$ cat src/rtl/core/dlsm_pkg.sv
// Shared types, widths and constants for the distance LOD select and morph block.
// Used by every module under rtl/core; depends on nothing.
`default_nettype none
package dlsm_pkg;

  localparam int COORD_WIDTH = 24;
  localparam int MAG_W   = COORD_WIDTH + 1;
  localparam int SQ_W    = 2 * MAG_W;
  localparam int LIM_W   = 50;
  localparam int CMP_W   = (SQ_W > LIM_W) ? SQ_W : LIM_W;
  localparam int BR_W    = 20;
  localparam int LVL_W   = 4;
  localparam int START_W = BR_W + 15;
  localparam int END_W   = START_W + 1;
  localparam int DIV_W   = END_W + 1;
  localparam int LOD_W   = 3;
  localparam int MORPH_W = 17;
  localparam int IDX_W   = 3;

  // divide by five: base_range / 5 through a reciprocal
  localparam int BPROD_W = 2 * BR_W;
  localparam int M5A_SH  = 22;
  localparam logic [BR_W-1:0] M5A = 20'd838861;
  localparam int Q5_W    = BR_W - 2;
  // remainder part: (r << level) / 5 through a second reciprocal
  localparam int RL_W    = 18;
  localparam int RPROD_W = 2 * RL_W;
  localparam int M5B_SH  = 20;
  localparam logic [RL_W-1:0] M5B = 18'd209716;

  localparam int FQ_DEPTH = 8;
  localparam int FQ_AW    = 3;
  localparam int FQ_CW    = 4;
  localparam int INF_W    = 3;

  localparam logic [LOD_W-1:0]   LOD_FAR   = 3'd4;
  localparam logic [MORPH_W-1:0] MORPH_ONE = 17'd65536;

  localparam logic [LIM_W-1:0] LIM0_RST = 50'd163840000;
  localparam logic [LIM_W-1:0] LIM1_RST = 50'd655360000;
  localparam logic [LIM_W-1:0] LIM2_RST = 50'd2621440000;
  localparam logic [LIM_W-1:0] LIM3_RST = 50'd10485760000;
  localparam logic [BR_W-1:0]  BASE_RST = 20'd12800;

  typedef enum logic [IDX_W-1:0] {
    REG_LOD0 = 3'd0,
    REG_LOD1 = 3'd1,
    REG_LOD2 = 3'd2,
    REG_LOD3 = 3'd3,
    REG_BASE = 3'd4
  } cfg_reg_t;

  typedef enum logic [1:0] {
    MM_ZERO = 2'd0,
    MM_ONE  = 2'd1,
    MM_DIV  = 2'd2
  } morph_mode_t;

  typedef struct packed {
    logic [LIM_W-1:0] lim0;
    logic [LIM_W-1:0] lim1;
    logic [LIM_W-1:0] lim2;
    logic [LIM_W-1:0] lim3;
    logic [BR_W-1:0]  base;
  } cfg_t;

  typedef struct packed {
    logic [SQ_W-1:0]    sq;
    logic [LOD_W-1:0]   lod;
    logic [END_W-1:0]   end_r;
    logic [START_W-1:0] width;
  } item_t;

  typedef struct packed {
    logic               valid;
    item_t              item;
  } push_t;

  typedef struct packed {
    logic [LOD_W-1:0]   lod;
    logic [END_W-1:0]   band_lo;
    logic [END_W-1:0]   end_r;
    logic [START_W-1:0] width;
    logic               wzero;
  } ctl_t;

endpackage
`default_nettype wire

$ cat src/rtl/core/dlsm_morph.sv
// Back end, second part: band classification and pipelined restoring divider
// for the morph factor, one quotient bit per stage. Depends on dlsm_pkg.
`default_nettype none
module dlsm_morph (
  input  wire logic                       clk,
  input  wire logic                       rst,
  input  wire logic                       in_valid,
  input  wire logic [dlsm_pkg::MAG_W-1:0] in_root,
  input  wire dlsm_pkg::ctl_t             in_ctl,
  output logic                            done,
  output logic [dlsm_pkg::LOD_W-1:0]      lod_level,
  output logic [dlsm_pkg::MORPH_W-1:0]    morph_factor
);

  localparam int END_W   = dlsm_pkg::END_W;
  localparam int DIV_W   = dlsm_pkg::DIV_W;
  localparam int START_W = dlsm_pkg::START_W;
  localparam int LOD_W   = dlsm_pkg::LOD_W;
  localparam int QN      = dlsm_pkg::MORPH_W;

  logic                  c_v;
  dlsm_pkg::morph_mode_t c_mode, mode_sel;
  logic [END_W-1:0]      c_num, dist_e;
  logic [START_W-1:0]    c_w;
  logic [LOD_W-1:0]      c_lod;

  logic                  v_q    [QN];
  logic [DIV_W-1:0]      rem_q  [QN];
  logic [QN-1:0]         quo_q  [QN];
  logic [START_W-1:0]    w_q    [QN];
  dlsm_pkg::morph_mode_t mode_q [QN];
  logic [LOD_W-1:0]      lod_q  [QN];

  always_comb begin
    dist_e = END_W'(in_root);
    if (dist_e < in_ctl.band_lo) begin
      mode_sel = dlsm_pkg::MM_ZERO;
    end else if (dist_e > in_ctl.end_r || in_ctl.wzero) begin
      mode_sel = dlsm_pkg::MM_ONE;
    end else begin
      mode_sel = dlsm_pkg::MM_DIV;
    end
  end

  always_ff @(posedge clk) begin
    if (rst) begin
      c_v <= 1'b0;
    end else begin
      c_v <= in_valid;
    end
  end

  always_ff @(posedge clk) begin
    c_mode <= mode_sel;
    c_num  <= dist_e - in_ctl.band_lo;
    c_w    <= in_ctl.width;
    c_lod  <= in_ctl.lod;
  end

  for (genvar i = 0; i < QN; i++) begin : g_div
    logic                  v_in;
    logic [DIV_W-1:0]      rem_in, w_e, diff;
    logic [QN-1:0]         quo_in;
    logic [START_W-1:0]    w_in;
    dlsm_pkg::morph_mode_t mode_in;
    logic [LOD_W-1:0]      lod_in;
    logic                  ge;

    if (i == 0) begin : g_first
      assign v_in    = c_v;
      assign rem_in  = DIV_W'(c_num);
      assign quo_in  = '0;
      assign w_in    = c_w;
      assign mode_in = c_mode;
      assign lod_in  = c_lod;
    end else begin : g_next
      assign v_in    = v_q[i-1];
      assign rem_in  = rem_q[i-1];
      assign quo_in  = quo_q[i-1];
      assign w_in    = w_q[i-1];
      assign mode_in = mode_q[i-1];
      assign lod_in  = lod_q[i-1];
    end

    always_comb begin
      w_e  = DIV_W'(w_in);
      ge   = (rem_in >= w_e);
      diff = ge ? (rem_in - w_e) : rem_in;
    end

    always_ff @(posedge clk) begin
      if (rst) begin
        v_q[i] <= 1'b0;
      end else begin
        v_q[i] <= v_in;
      end
    end

    always_ff @(posedge clk) begin
      rem_q[i]  <= {diff[DIV_W-2:0], 1'b0};
      quo_q[i]  <= {quo_in[QN-2:0], ge};
      w_q[i]    <= w_in;
      mode_q[i] <= mode_in;
      lod_q[i]  <= lod_in;
    end
  end

  always_comb begin
    case (mode_q[QN-1])
      dlsm_pkg::MM_ZERO: morph_factor = '0;
      dlsm_pkg::MM_ONE:  morph_factor = dlsm_pkg::MORPH_ONE;
      dlsm_pkg::MM_DIV:  morph_factor = quo_q[QN-1];
      default:           morph_factor = '0;
    endcase
  end

  assign done      = v_q[QN-1];
  assign lod_level = lod_q[QN-1];

endmodule
`default_nettype wire

$ cat config.mk
export PLATFORM = sky130hd
export DESIGN_NAME = dlsm_morph
export DESIGN_NICKNAME = d
export VERILOG_FILES = /design/src/rtl/core/dlsm_pkg.sv /design/src/rtl/core/dlsm_morph.sv
export SDC_FILE = /design/constraint.sdc
export NUM_CORES = 2
export LEC_CHECK = 0
export BUFFER_PORTS_ARGS = -buffer_cell sky130_fd_sc_hd__buf_2
export CORE_ASPECT_RATIO = 0.75
export CORE_MARGIN = 2
export CORE_UTILIZATION = 63
export CTS_CLUSTER_DIAMETER = 30
export DETAILED_ROUTE_END_ITERATION = 6
export GPL_TIMING_DRIVEN = 0
export MAX_ROUTING_LAYER = met4
export PLACE_DENSITY = 0.91
export REMOVE_ABC_BUFFERS = 1
export SYNTH_ARGS = -nofsm -noshare
export SYNTH_HDL_FRONTEND = slang
export SYNTH_SLANG_ARGS = --single-unit
$ cat constraint.sdc
create_clock -name clk -period 4.6 [get_ports clk]
set_clock_uncertainty 0.2 [all_clocks]
set_input_delay 0.46 -clock clk [delete_from_list [all_inputs] [get_ports clk]]
set_output_delay 0.46 -clock clk [all_outputs]
set_load 0.005 [all_outputs]
# Yosys cells after proc, flatten, opt, wreduce, memory -nomap -nowiden
# Memory sizes are Yosys's and may differ from the RTL's.
# Index checks and enable logic that the tools add are counted.
# totals
register_bits	77
latch_bits	0
ram_bits	1598
mem_bits_ro	0
inputBits	139
out_inout_bits	21
elab_cells	107
mem_count	6
# classes
addsub	18
mul	0
div_mod_pow	0
n_lt_le_gt_ge	19
n_eq_ne	2
shifts	0
n_mux	39
bitwise_logic	17
n_reduce_logical	1
# memory_table
name	words	word_bits	rd	rd_clocked_by_memory_dff	write_ports	line	rtl
rem_q	17	36	16	0	17	dlsm_morph.sv:28	logic [DIV_W-1:0] rem_q [QN];
w_q	17	35	16	0	17	dlsm_morph.sv:30	logic [START_W-1:0] w_q [QN];
quo_q	17	17	17	0	17	dlsm_morph.sv:29	logic [QN-1:0] quo_q [QN];
lod_q	17	3	17	0	17	dlsm_morph.sv:32	logic [LOD_W-1:0] lod_q [QN];
mode_q	17	2	17	0	17	dlsm_morph.sv:31	dlsm_pkg::morph_mode_t mode_q [QN];
v_q	17	1	17	0	17	dlsm_morph.sv:27	logic v_q [QN];
# op_table
cell	n
$mux W36	17
$sub A36 B35 Y36	17
$ge A37 B35 Y1	16
$ge A36 B35 Y1	1
$gt A25 B36 Y1	1
$lt A25 B36 Y1	1
$sub A25 B36 Y36	1
$pmux W17 S2	1
$mux W1	20
$or A1 B1 Y1	17
$eq A2 B1 Y1 const B	1
$eq A2 B2 Y1 const B	1
$mux W2	1
$logic_or A1 B1 Y1	1

# Longest topological paths before layout
# depth
depth_word	3
depth_mapped	16
ltp_nobuf	14

# Worst setup path before layout
# OpenSTA, ideal clock, no wires.
# synth_path
path_type	flip-flop to flip-flop
startpoint	reg c_num[0]
endpoint	mem rem_q[0][10] (netlist name)
setup_time_ns	0.121
arrival_ns	2.925
required_time_ns	4.279
path_slack_ns	1.354
stages_incl_launch_ff	16
path_buffers	1
period_less_slack_ns	3.246
cell_sequence	dfxtp_1 -> inv_1 -> ha_1 -> fa_1 -> nor2b_1 -> o31a_1 -> o31ai_1 -> a32oi_1 -> a31oi_1 -> nand3_1 -> and3_4 -> o21ai_4 -> and2_4 -> inv_2 -> buf_6 -> mux2_2
# synth_rtl
element	line	rtl
start, declared	dlsm_morph.sv:23	logic [END_W-1:0] c_num, dist_e;
start signal, assigned	dlsm_morph.sv:55	c_num <= dist_e - in_ctl.band_lo;
end, declared	dlsm_morph.sv:28	

==> flow_metrics.tcl <==
set metrics [dict create \
    start_util_pct 63.3 \
    core_um2 111000 \
    critPathLaunchType "register" \
    cp-end-kind "register" \
    via_per_inst 6.01 \
    clkSinkCount 1468 \
    drive_gt1_share_pct 9.11 \
    period_minus_slack_ns 4.58 \
    r2r_slack_ns 0.02 \
    leakagePower_nw 38.4 \
    max_cap_violations 1 \
    antenna_found_initial 5 \
    routed_wl_um 193000 \
    grtUsageTotal_pct 33.9 \
    overflow 0 \
    cts_tree "yes" \
    yosysTopAreaCell "dfxtp_1" \
    num_io_pins 160 \
    cts_root_buf "clkbuf_16" \
    synthCells 7840 \
    nNetsFinal 8959 \
    dieWidth_um 390 \
    fmax_mhz 218 \
    max_slew_margin_pct 2.50 \
    insertion_delay_ns 0.84 \
    critPathKind "register to register" \
    cts_made_buffers 210 \
    yosys-top-cells-count "1468 x dfxtp_1, 805 x inv_1, 678 x nand2_1, 646 x ha_1, 636 x a21oi_1" \
    grt_max_degree 61 \
    arrival_ns 5.09 \
    htree_levels 4 \
    finalHoldViolations 0 \
    yosysTopAreaCellShare_pct 41.8 \
    grt_pass1_wl_um 302000 \
    slew_violations 0 \
    dieArea_um2 114000 \
    num_rows 106 \
    hpwl_um 138000 \
    ys_ff_latch 1468 \
    area_delta_synth_final_pct 15.8 \
    syn_area_um2 70300 \
    synth-async-reset-ratio_pct 0 \
    rsz0062_at_grt "false" \
    p_per_area_nw_per_um2 836 \
    fin_tns_setup_ns 0 \
    final_util_pct 73.3 \
    fin_ws_ns 0.0174 \
    critPathMaxFanout 5 \
    synth_edf_count 0 \
    hp-class "input pin to register" \
    drcViolationCount 6 \
    instances_no_fill 9800 \
    clk_pin_slew_worst_paths_ns 0.06 \
    worstPathRequired_ns 5.11 \
    placed_cells 9267 \
    drtIter0Drc 5660 \
    drt_pass1_iterations 7 \
    clockBufferDepth 3 \
    portBuffers 159 \
    synthTopCellsByArea "dfxtp_1 42%, ha_1 11%, a21oi_1 4.5%" \
    yosys_warnings 0 \
    fin_crit_sh_pct 99.6 \
    worstMarginPinSlew_ns 1.44 \
    synth.avg_cell_area_um2 8.97 \
    synth.distinct_cells 98 \
    synth_most_common_cell "dfxtp_1" \
    post-place-ws_ns -0.759 \
    gp_congestion 0.980 \
    finalSetupViolations 0 \
    antenna_left 0 \
    fp.dieH_um 293 \
    multi_input_area_um2 37100 \
    synth_seq_area_share_pct 41.8 \
    vias 58900 \
    ys.flop_type "dfxtp_1" \
    ir_worst_vdd_mv 0.519 \
    violations "design-rule violations, max-capacitance violations" \
    regArea_um2 29400 \
    status "complete, but fails checks" \
    wl_per_cell_um 19.7 \
    grt_pass1_vias 56800 \
    fill_cells 7664 \
]
## where the power goes
| group | switching (mW) | internal, mW | leakage [nW] | total [mW] |
|---|---|---|---|---|
| clock | 6.56 | 10.4 | 3.66 | 16.9 |
| sequential | 2.30 | 16.7 | 12.3 | 19.0 |
| combinational | 19.1 | 13.0 | 22.4 | 32.2 |
| total | 28.0 | 40.1 | 38.4 | 68.1 |
## registers in the layout, summed over array words and instances (netlist names), 3 cells and up
register and count:
rem_q 576, w_q 560, quo_q 153, lod_q 51
c_num 36, c_w 35, mode_q 34, v_q 17
c_lod 3
## through the flow
stage	total power [mW]	hold WS [ns]	cell area [µm²]
final	68.1	0.0572	81400
after global routing	71.9	0.0574	81400
after CTS	67.0	0.00148	81300
after detailed placement	49.2	0.112	72400
after global placement	48.0	0.110	72000
after floorplan	41.2	0.110	69400
## final cells by class
cell class,instances,area share (%)
repair inverters,1,0.00922
flip-flops and latches,1468,36.1
repair buffers,309,3.02
diodes,3,0.00922
clock buffers,232,6.69
well taps,1458,2.24
inverters,808,3.73
multi-input cells,5359,45.6
clock inverters,162,2.63
## kinds of logic (layout without fill, tap and decap cells)
family          after synthesis  in the layout  share of synthesized area [%]
fa+ha+maj                   663            663                           12.0
xor+xnor                    511            511                           6.37
simple gates               1834           1834                           12.3
buf+inv                    1016           1512                           5.65
mux                         121            121                           2.06
compound gates             2227           2230                           19.8
flops                      1468           1468                           41.8
other cells                   0              3                              0
## timing repair
| action | CTS | global route |
|---|---|---|
| gates resized for setup | 4 | 8 |
| pin swaps | 2 | 3 |
| endpoints found under the hold margin | 94 | 0 |
| cloned | 2 | 2 |
| setup endpoints to repair | 22 | 84 |
| hold buffers | 127 | 0 |
| buffers inserted | 4 | 1 |
## worst max-delay path, stage by stage (launching register included)
cell and delay, ns:
dfxtp_1 0.34, inv_1 0.05, ha_1 0.38, nand3_1 0.27, nor2_1 0.25, o31ai_1 0.16
a2111oi_1 0.85, o21ai_0 0.30, a21oi_1 0.29, o221ai_1 0.34, o21ai_0 0.51, a221oi_1 0.19
mux2_2 0.30
## path summary, 6_finish.rpt
kind                startpoint             to  cells past startpoint
setup / recovery   w_q[0][320]  rem_q[0][395]                     12
hold / removal      in_ctl[86]      c_num[15]                      6
setup reg to reg   w_q[0][320]  rem_q[0][395]                     12
hold reg to reg   lod_q[1][21]    lod_q[2][0]                      0
## cell usage in the layout (no fill, tap or decap), types with 159 or more instances in the layout
cell	n
a21o_1	360
a21oi_1	634
buf_2	159
clkbuf_16	211
dfxtp_1	1468
ha_1	645
inv_1	804
nand2_1	678
nor2_1	393
o21ai_0	599
xnor2_1	275
xor2_1	236
## per-layer routing
layer  vias to the layer above  GRT usage [%]  routed length [µm]
li1                      27900              -                   -
met1                     27700           46.1               87000
met2                      2878           49.8               81700
met3                       512           7.30               18200
met4                         0           11.7                6090
met5                         -              -                   0
No activity file was read; power rests on OpenSTA's default activity.
