$ cat config.mk
export PLATFORM = sky130hd
export DESIGN_NAME = dlsm_fifo
export DESIGN_NICKNAME = d
export VERILOG_FILES = /design/src/rtl/core/dlsm_pkg.sv /design/src/rtl/core/dlsm_fifo.sv
export SDC_FILE = /design/constraint.sdc
export NUM_CORES = 1
export LEC_CHECK = 0
export BUFFER_PORTS_ARGS = -buffer_cell sky130_fd_sc_hd__buf_2
export CORE_MARGIN = 2
export CORE_UTILIZATION = 49
export DETAILED_ROUTE_END_ITERATION = 10
export HOLD_SLACK_MARGIN = 0.02
export PLACE_DENSITY = 0.67
export SYNTH_ARGS = -nofsm -noshare
export SYNTH_HDL_FRONTEND = slang
export SYNTH_SLANG_ARGS = --single-unit
$ cat constraint.sdc
create_clock -name clk -period 16.16 [get_ports clk]
set_input_delay 0 -clock clk [delete_from_list [all_inputs] [get_ports clk]]
set_output_delay 0 -clock clk [all_outputs]
set_load 0.02 [all_outputs]
$ cat src/rtl/core/dlsm_pkg.sv
// Shared types, widths and constants for the distance LOD select and morph block.
// Used by every module under rtl/core; depends on nothing.
`default_nettype none
package dlsm_pkg;

  localparam int COORD_WIDTH = 24;
  localparam int MAG_W   = COORD_WIDTH + 1;
  localparam int SQ_W    = 2 * MAG_W;
  localparam int LIM_W   = 50;
  localparam int CMP_W   = (SQ_W > LIM_W) ? SQ_W : LIM_W;
  localparam int BR_W    = 20;
  localparam int LVL_W   = 4;
  localparam int START_W = BR_W + 15;
  localparam int END_W   = START_W + 1;
  localparam int DIV_W   = END_W + 1;
  localparam int LOD_W   = 3;
  localparam int MORPH_W = 17;
  localparam int IDX_W   = 3;

  // divide by five: base_range / 5 through a reciprocal
  localparam int BPROD_W = 2 * BR_W;
  localparam int M5A_SH  = 22;
  localparam logic [BR_W-1:0] M5A = 20'd838861;
  localparam int Q5_W    = BR_W - 2;
  // remainder part: (r << level) / 5 through a second reciprocal
  localparam int RL_W    = 18;
  localparam int RPROD_W = 2 * RL_W;
  localparam int M5B_SH  = 20;
  localparam logic [RL_W-1:0] M5B = 18'd209716;

  localparam int FQ_DEPTH = 8;
  localparam int FQ_AW    = 3;
  localparam int FQ_CW    = 4;
  localparam int INF_W    = 3;

  localparam logic [LOD_W-1:0]   LOD_FAR   = 3'd4;
  localparam logic [MORPH_W-1:0] MORPH_ONE = 17'd65536;

  localparam logic [LIM_W-1:0] LIM0_RST = 50'd163840000;
  localparam logic [LIM_W-1:0] LIM1_RST = 50'd655360000;
  localparam logic [LIM_W-1:0] LIM2_RST = 50'd2621440000;
  localparam logic [LIM_W-1:0] LIM3_RST = 50'd10485760000;
  localparam logic [BR_W-1:0]  BASE_RST = 20'd12800;

  typedef enum logic [IDX_W-1:0] {
    REG_LOD0 = 3'd0,
    REG_LOD1 = 3'd1,
    REG_LOD2 = 3'd2,
    REG_LOD3 = 3'd3,
    REG_BASE = 3'd4
  } cfg_reg_t;

  typedef enum logic [1:0] {
    MM_ZERO = 2'd0,
    MM_ONE  = 2'd1,
    MM_DIV  = 2'd2
  } morph_mode_t;

  typedef struct packed {
    logic [LIM_W-1:0] lim0;
    logic [LIM_W-1:0] lim1;
    logic [LIM_W-1:0] lim2;
    logic [LIM_W-1:0] lim3;
    logic [BR_W-1:0]  base;
  } cfg_t;

  typedef struct packed {
    logic [SQ_W-1:0]    sq;
    logic [LOD_W-1:0]   lod;
    logic [END_W-1:0]   end_r;
    logic [START_W-1:0] width;
  } item_t;

  typedef struct packed {
    logic               valid;
    item_t              item;
  } push_t;

  typedef struct packed {
    logic [LOD_W-1:0]   lod;
    logic [END_W-1:0]   band_lo;
    logic [END_W-1:0]   end_r;
    logic [START_W-1:0] width;
    logic               wzero;
  } ctl_t;

endpackage
`default_nettype wire

$ cat src/rtl/core/dlsm_fifo.sv
// Short queue between the front end and the back end, registered read.
// Depends on dlsm_pkg.
`default_nettype none
module dlsm_fifo (
  input  wire logic                         clk,
  input  wire logic                         rst,
  input  wire dlsm_pkg::push_t              push,
  output logic                              rd_valid,
  output dlsm_pkg::item_t                   rd_item,
  output logic [dlsm_pkg::FQ_CW-1:0]        count
);

  localparam int FQ_AW = dlsm_pkg::FQ_AW;
  localparam int FQ_CW = dlsm_pkg::FQ_CW;

  dlsm_pkg::item_t     mem [dlsm_pkg::FQ_DEPTH];
  logic [FQ_AW-1:0]    wp, rp;
  logic                pop;

  assign pop = (count != '0);

  always_ff @(posedge clk) begin
    if (push.valid) begin
      mem[wp] <= push.item;
    end
    if (pop) begin
      rd_item <= mem[rp];
    end
  end

  always_ff @(posedge clk) begin
    if (rst) begin
      wp       <= '0;
      rp       <= '0;
      count    <= '0;
      rd_valid <= 1'b0;
    end else begin
      wp       <= wp + FQ_AW'(push.valid);
      rp       <= rp + FQ_AW'(pop);
      count    <= count + FQ_CW'(push.valid) - FQ_CW'(pop);
      rd_valid <= pop;
    end
  end

  a_count_bound: assert property (@(posedge clk) disable iff (rst)
    count <= FQ_CW'(dlsm_pkg::FQ_DEPTH))
    else $error("queue count beyond depth");

  a_no_overflow: assert property (@(posedge clk) disable iff (rst)
    push.valid |-> (count < FQ_CW'(dlsm_pkg::FQ_DEPTH) || pop))
    else $error("push into full queue");

  a_read_source: assert property (@(posedge clk) disable iff (rst)
    rd_valid |-> ($past(count) != '0))
    else $error("read from empty queue");

endmodule
`default_nettype wire

# --- Word level (Yosys, flattened, before mapping) ---
# Memories as Yosys holds them, arrays and structs flattened. A register that Yosys moved wholly into a read port is not among the register bits.
# Cells that the tools add are included.
totals:
  mem_bits_rw: 992
  out_inout_bits: 129
  n_memories: 1
  register_bits: 11
  word_cells: 12
  input_bits: 127
classes:
  n_reduce_logical: 1
  mux: 2
  n_addsub: 4
mem_list:
  columns: ["name", "words", "width", "read_ports", "rd_clocked_by_memory_dff", "write_ports", "line", "text"]
  rows:
  - ["mem", 8, 124, 1, 1, 1, "dlsm_fifo.sv:16", "dlsm_pkg::item_t mem [dlsm_pkg::FQ_DEPTH];"]
op_table:
  columns: ["operator", "n"]
  rows:
  - ["adder 3 x 1 -> 3 bit", 2]
  - ["adder 4 x 1 -> 4 bit", 1]
  - ["nonzero test 4 bit", 1]
  - ["subtractor 4 x 1 -> 4 bit", 1]
  - ["two-way mux 1 bit", 2]

# --- Depth between registers and ports, before layout ---
depth:
  ltp_word: 2
  depth_mapped: 10
  depth_no_buf: 10

# --- Worst setup path after synthesis ---
# OpenSTA, ideal clock, no wires.
synth_path:
  path_kind: "flip-flop to flip-flop"
  start: "reg wp[1]"
  end: "mem mem[0][0] (netlist bit), enable pin"
  t_arrival_ps: 8859
  path_slack_ps: 6542
  t_required_ps: 15401
  period_less_slack_ps: 9618
  stages_incl_launch_ff: 3
  path_cell_list: "dfxtp_1 > nand2b_1 > nor3_1"
synth_rtl:
  columns: ["item", "line", "text"]
  rows:
  - ["start, declared", "dlsm_fifo.sv:17", "logic [FQ_AW-1:0] wp, rp;"]
  - ["start signal, assigned", "dlsm_fifo.sv:38", "wp <= wp + FQ_AW'(push.valid);"]
  - ["end, declared", "dlsm_fifo.sv:16", null]
# No word-level cell before the write port.

==> flow_results.xml <==
<?xml version="1.0" encoding="UTF-8"?>
<metrics>
  <group name="clock_network">
    <metric name="cts-buffers-inserted" unit="">109</metric>
    <metric name="worst_setup_hold_path_clk_slew" unit="ns">0.06</metric>
    <metric name="clock_tree_sinks" unit="">1127</metric>
    <metric name="clock_insertion_delay_worst_skew" unit="ns">0.65</metric>
    <metric name="cts-root-to-sink-buffers" unit="">3</metric>
    <metric name="h-tree-depth" unit="">3</metric>
    <metric name="clockRootBuffer" unit="">sky130_fd_sc_hd__clkbuf_16</metric>
    <metric name="cts_resized" unit="">0</metric>
    <metric name="tritoncts" unit="">built</metric>
  </group>
  <group name="run_status">
    <metric name="status" unit="">complete, no violations</metric>
  </group>
  <group name="pwr">
    <metric name="power_density" unit="mW/mm^2">162</metric>
    <metric name="design_power_total" unit="mW">7.94</metric>
    <metric name="maximum_resistive_drop_on_vdd" unit="mV">0.114</metric>
    <metric name="power.static_leakage" unit="nW">15.8</metric>
  </group>
  <group name="final_layout">
    <metric name="layout-drive-gt1-share" unit="">0.379</metric>
    <metric name="design.final.nets" unit="">2207</metric>
    <metric name="layout-area-overhead-vs-synth" unit="%">17.8</metric>
    <metric name="nFillCells" unit="">6022</metric>
    <metric name="final_core_util" unit="">0.583</metric>
  </group>
  <group name="grt">
    <metric name="antenna_found_initial" unit="">12</metric>
    <metric name="grt_overflow_total" unit="">0</metric>
    <metric name="global_route_wire_length_before_repair" unit="mm">122</metric>
    <metric name="grt_max_degree" unit="">112</metric>
    <metric name="grt_usage" unit="">0.190</metric>
    <metric name="vias_in_the_first_global_route" unit="">19500</metric>
  </group>
  <group name="logic_synthesis">
    <metric name="synth_xor_xnor_area_share" unit="">0.000633</metric>
    <metric name="syn-cell-area" unit="sq mm">0.0415</metric>
    <metric name="yosys-mux-area-fraction" unit="">0.168</metric>
    <metric name="synth_compound_gate_area_share" unit="">0.000573</metric>
    <metric name="synth_simple_gate_area_frac" unit="">0.00307</metric>
    <metric name="post_synth_fa_ha_maj_area_fraction" unit="">0.00319</metric>
    <metric name="synth.ff_latch_count" unit="">1127</metric>
    <metric name="largest_family_of_logic_cells_by_synthesized_area" unit="">multiplexers</metric>
    <metric name="seq_area_frac_synth" unit="">0.813</metric>
    <metric name="post_synth.cell_area_avg" unit="sq um">25.6</metric>
    <metric name="ys_types" unit="">21</metric>
    <metric name="synthCells" unit="">1621</metric>
    <metric name="synth.yosys.warnings" unit="">0</metric>
    <metric name="syn_nets" unit="">1758</metric>
  </group>
  <group name="setup_path">
    <metric name="crit_path_start_kind" unit="">register</metric>
    <metric name="cp_cell_sequence" unit="">buf_4 &gt; buf_4 &gt; mux4_2 &gt; mux2_2</metric>
    <metric name="worst_r2r_path_depth" unit="">4</metric>
    <metric name="timing.setup.critical_path_class" unit="">register to register</metric>
    <metric name="crit_path_end" unit="">rd_item[36]</metric>
    <metric name="slowest_stage" unit="">sky130_fd_sc_hd__dfxtp_4</metric>
    <metric name="crit_buf_inv" unit="">2</metric>
    <metric name="critical-path-max-stage-delay" unit="ns">1.01</metric>
    <metric name="crit_path_end_kind" unit="">register</metric>
    <metric name="cp.arrival" unit="ns">4.35</metric>
    <metric name="cp_max_fo" unit="">74</metric>
    <metric name="critPathMostFrequentCell" unit="">sky130_fd_sc_hd__buf_4</metric>
    <metric name="timing.critical_path.depth" unit="">4</metric>
    <metric name="crit_path_launch" unit="">rp[1]</metric>
    <metric name="timing.rr.start" unit="">rp[1]</metric>
    <metric name="reg2reg_to" unit="">rd_item[36]</metric>
    <metric name="timing.critical_path.required" unit="ns">16.56</metric>
    <metric name="slack_of_the_worst_reg_to_reg_path" unit="ns">12.21</metric>
    <metric name="critical-path-top-delay-family" unit="">buffers and inverters</metric>
  </group>
  <group name="run">
    <metric name="max_cap_violations" unit="">0</metric>
  </group>
  <group name="timing">
    <metric name="finalSetupViolCount" unit="">0</metric>
    <metric name="rsz_0062_raised_after_global_routing" unit="">false</metric>
    <metric name="finalMaxSlewViolations" unit="">0</metric>
    <metric name="worst_clock_skew" unit="ns">0.0153</metric>
    <metric name="finalHoldViolCount" unit="">0</metric>
    <metric name="finalCriticalPeriod" unit="ns">3.95</metric>
    <metric name="period_share" unit="">0.244</metric>
    <metric name="fmax" unit="MHz">253</metric>
    <metric name="headroom_to_the_max_slew_limit" unit="">0.235</metric>
    <metric name="fin_setup_tns" unit="ns">0</metric>
    <metric name="worstMarginPinSlew" unit="ns">1.15</metric>
  </group>
  <group name="floorplanning">
    <metric name="floorplan.initialDensity" unit="">0.495</metric>
    <metric name="floorplan.io_pins" unit="">256</metric>
    <metric name="design.core.area" unit="sq mm">0.0838</metric>
    <metric name="std_cell_rows" unit="">106</metric>
    <metric name="fp.dieW" unit="um">295</metric>
    <metric name="floorplan.die_area" unit="sq mm">0.0871</metric>
    <metric name="chipHeight" unit="um">295</metric>
  </group>
  <group name="detailed_routing">
    <metric name="remaining_antenna_violation_count_after_routing" unit="">0</metric>
    <metric name="met2RoutedLength" unit="mm">42.3</metric>
    <metric name="initialDrtViolationCount" unit="">1444</metric>
    <metric name="wirelength" unit="mm">81.8</metric>
    <metric name="route.vias.total" unit="">18100</metric>
    <metric name="detail_route.vias_per_cell" unit="">5.48</metric>
    <metric name="met3RoutedLength" unit="mm">4.54</metric>
    <metric name="drt_first_pass_iters" unit="">5</metric>
    <metric name="drt-met1-wl" unit="mm">33.4</metric>
    <metric name="top_layer_used" unit="">met5</metric>
    <metric name="avgRoutedWirePerCell" unit="um">24.8</metric>
    <metric name="drc_errors" unit="">0</metric>
  </group>
  <group name="place">
    <metric name="hpwl" unit="mm">42.0</metric>
    <metric name="gp_congestion" unit="">0.710</metric>
    <metric name="io_buffers" unit="">255</metric>
  </group>
  <group name="worst_hold_path">
    <metric name="min-delay-path-class" unit="">input pin to register</metric>
  </group>
</metrics>
-- layout make-up --
cell class	instances	area, sq um	share of cell area
multi-input combinational	416	7350	0.150
antenna	8	20.0	0.000409
clock buffer	134	2880	0.0590
tap	1134	1420	0.0290
clock inverter	63	649	0.0133
timing repair buffer	409	2800	0.0573
sequential	1127	33700	0.690
inverter	7	26.3	0.000537
-- through the flow --
| stage | instances | instance area [sq um] | setup slack (ns) | hold slack, ns |
|---|---|---|---|---|
| 2_1_floorplan | 1621 | 41500 | 6.54 | 0.0989 |
| 6_report | 3298 | 48900 | 12.21 | 0.147 |
| 5_1_grt | 3295 | 48900 | 12.01 | 0.130 |
| 3_3_place_gp | 2966 | 44100 | 12.21 | 0.258 |
| 4_1_cts | 3290 | 48900 | 12.13 | 0.103 |
| 3_5_place_dp | 2966 | 44100 | 12.13 | 0.271 |
-- layout by cell type, fill, tap and decap left out --
cell                            netlist  layout
sky130_fd_sc_hd__edfxtp_1          1116    1116
sky130_fd_sc_hd__buf_2                8     255
sky130_fd_sc_hd__mux4_2             248     248
sky130_fd_sc_hd__dlygate4sd3_1        0     127
sky130_fd_sc_hd__mux2_2             124     124
sky130_fd_sc_hd__clkbuf_16            0     111
sky130_fd_sc_hd__clkinv_1             0      26
sky130_fd_sc_hd__buf_4                0      23
sky130_fd_sc_hd__clkbuf_1            23      21
sky130_fd_sc_hd__clkinv_2             0      16
sky130_fd_sc_hd__bufinv_16            0      13
sky130_fd_sc_hd__ha_1                 9       9
sky130_fd_sc_hd__diode_2              0       8
sky130_fd_sc_hd__dfxtp_1             11       8
sky130_fd_sc_hd__inv_1                7       7
sky130_fd_sc_hd__nor2_1              12       6
sky130_fd_sc_hd__nor2_4               0       6
sky130_fd_sc_hd__nor2b_1              5       5
sky130_fd_sc_hd__nand2b_1             4       4
sky130_fd_sc_hd__buf_12               0       4
sky130_fd_sc_hd__a21oi_1              3       3
sky130_fd_sc_hd__clkinvlp_4           0       3
sky130_fd_sc_hd__dfxtp_4              0       3
sky130_fd_sc_hd__nand2_1              3       2
sky130_fd_sc_hd__nor3_2               0       2
sky130_fd_sc_hd__xnor2_1              2       2
sky130_fd_sc_hd__inv_6                0       2
sky130_fd_sc_hd__clkinv_8             0       2
sky130_fd_sc_hd__clkbuf_8             0       2
sky130_fd_sc_hd__nand2_4              0       1
sky130_fd_sc_hd__xor2_1               1       1
sky130_fd_sc_hd__nand3_1              1       1
sky130_fd_sc_hd__a31o_2               1       1
sky130_fd_sc_hd__fa_1                 1       1
sky130_fd_sc_hd__clkinv_4             0       1
-- cell families (layout without fill, tap and decap cells) --
group	after synthesis	after routing
DFF	1127	1127
muxes	372	372
buffers and inverters	78	613
and+or+nand+nor	27	27
adders and majority gates	10	10
AOI/OAI and AO/OA	4	4
xor gates and xnor gates	3	3
other	0	8
-- flip-flops by register name (all words and copies together) (netlist names) --
name,count
mem,992
wp,3
rp,3
rd_valid,1
rd_item,124
count,4
-- Yosys cell counts (all sizes together) --
master / count / area share
nand2b: 4 / 0.00060
dfxtp: 11 / 0.0053
clkbuf: 23 / 0.0021
xnor2: 2 / 0.00042
nor3: 2 / 0.00024
nand3: 1 / 0.00012
mux4: 248 / 0.13
a31o: 1 / 0.00021
xor2: 1 / 0.00021
ha: 9 / 0.0027
nor2b: 5 / 0.00075
edfxtp: 1116 / 0.81
nand2: 3 / 0.00027
fa: 1 / 0.00048
mux2: 124 / 0.034
buf: 48 / 0.0091
a21oi: 3 / 0.00036
nor2: 12 / 0.0011
inv: 7 / 0.00063
-- metal layers --
layer,up-vias,track usage
met5,-,0
met4,8,0.0443
met3,119,0.0373
met2,478,0.329
met1,9636,0.252
li1,7843,-
-- worst min-delay path by stage --
stage,to,slack [ns],start,cells after the start
floorplan,mem[0][0],0.1,push[0],0
global placement,mem[2][69],0.26,push[69],1
detailed placement,mem[0][33],0.27,push[33],1
CTS,mem[4][31],0.10,push[31],2
global route,mem[0][36],0.13,push[36],2
finish,mem[5][19],0.15,push[19],2
-- power by group --
part / leakage (nW) / internal, mW / switching (mW)
Combinational: 3.69 / 0.812 / 0.902
Clock: 1.72 / 1.47 / 1.03
Sequential: 10.4 / 3.57 / 0.161
Total: 15.8 / 5.85 / 2.09
-- timing repair --
item,in CTS,in global routing
setup buffers,0,0
endpoints found under the hold margin,1003,0
hold buffers,127,0
No activity file was read; power rests on OpenSTA's default activity.
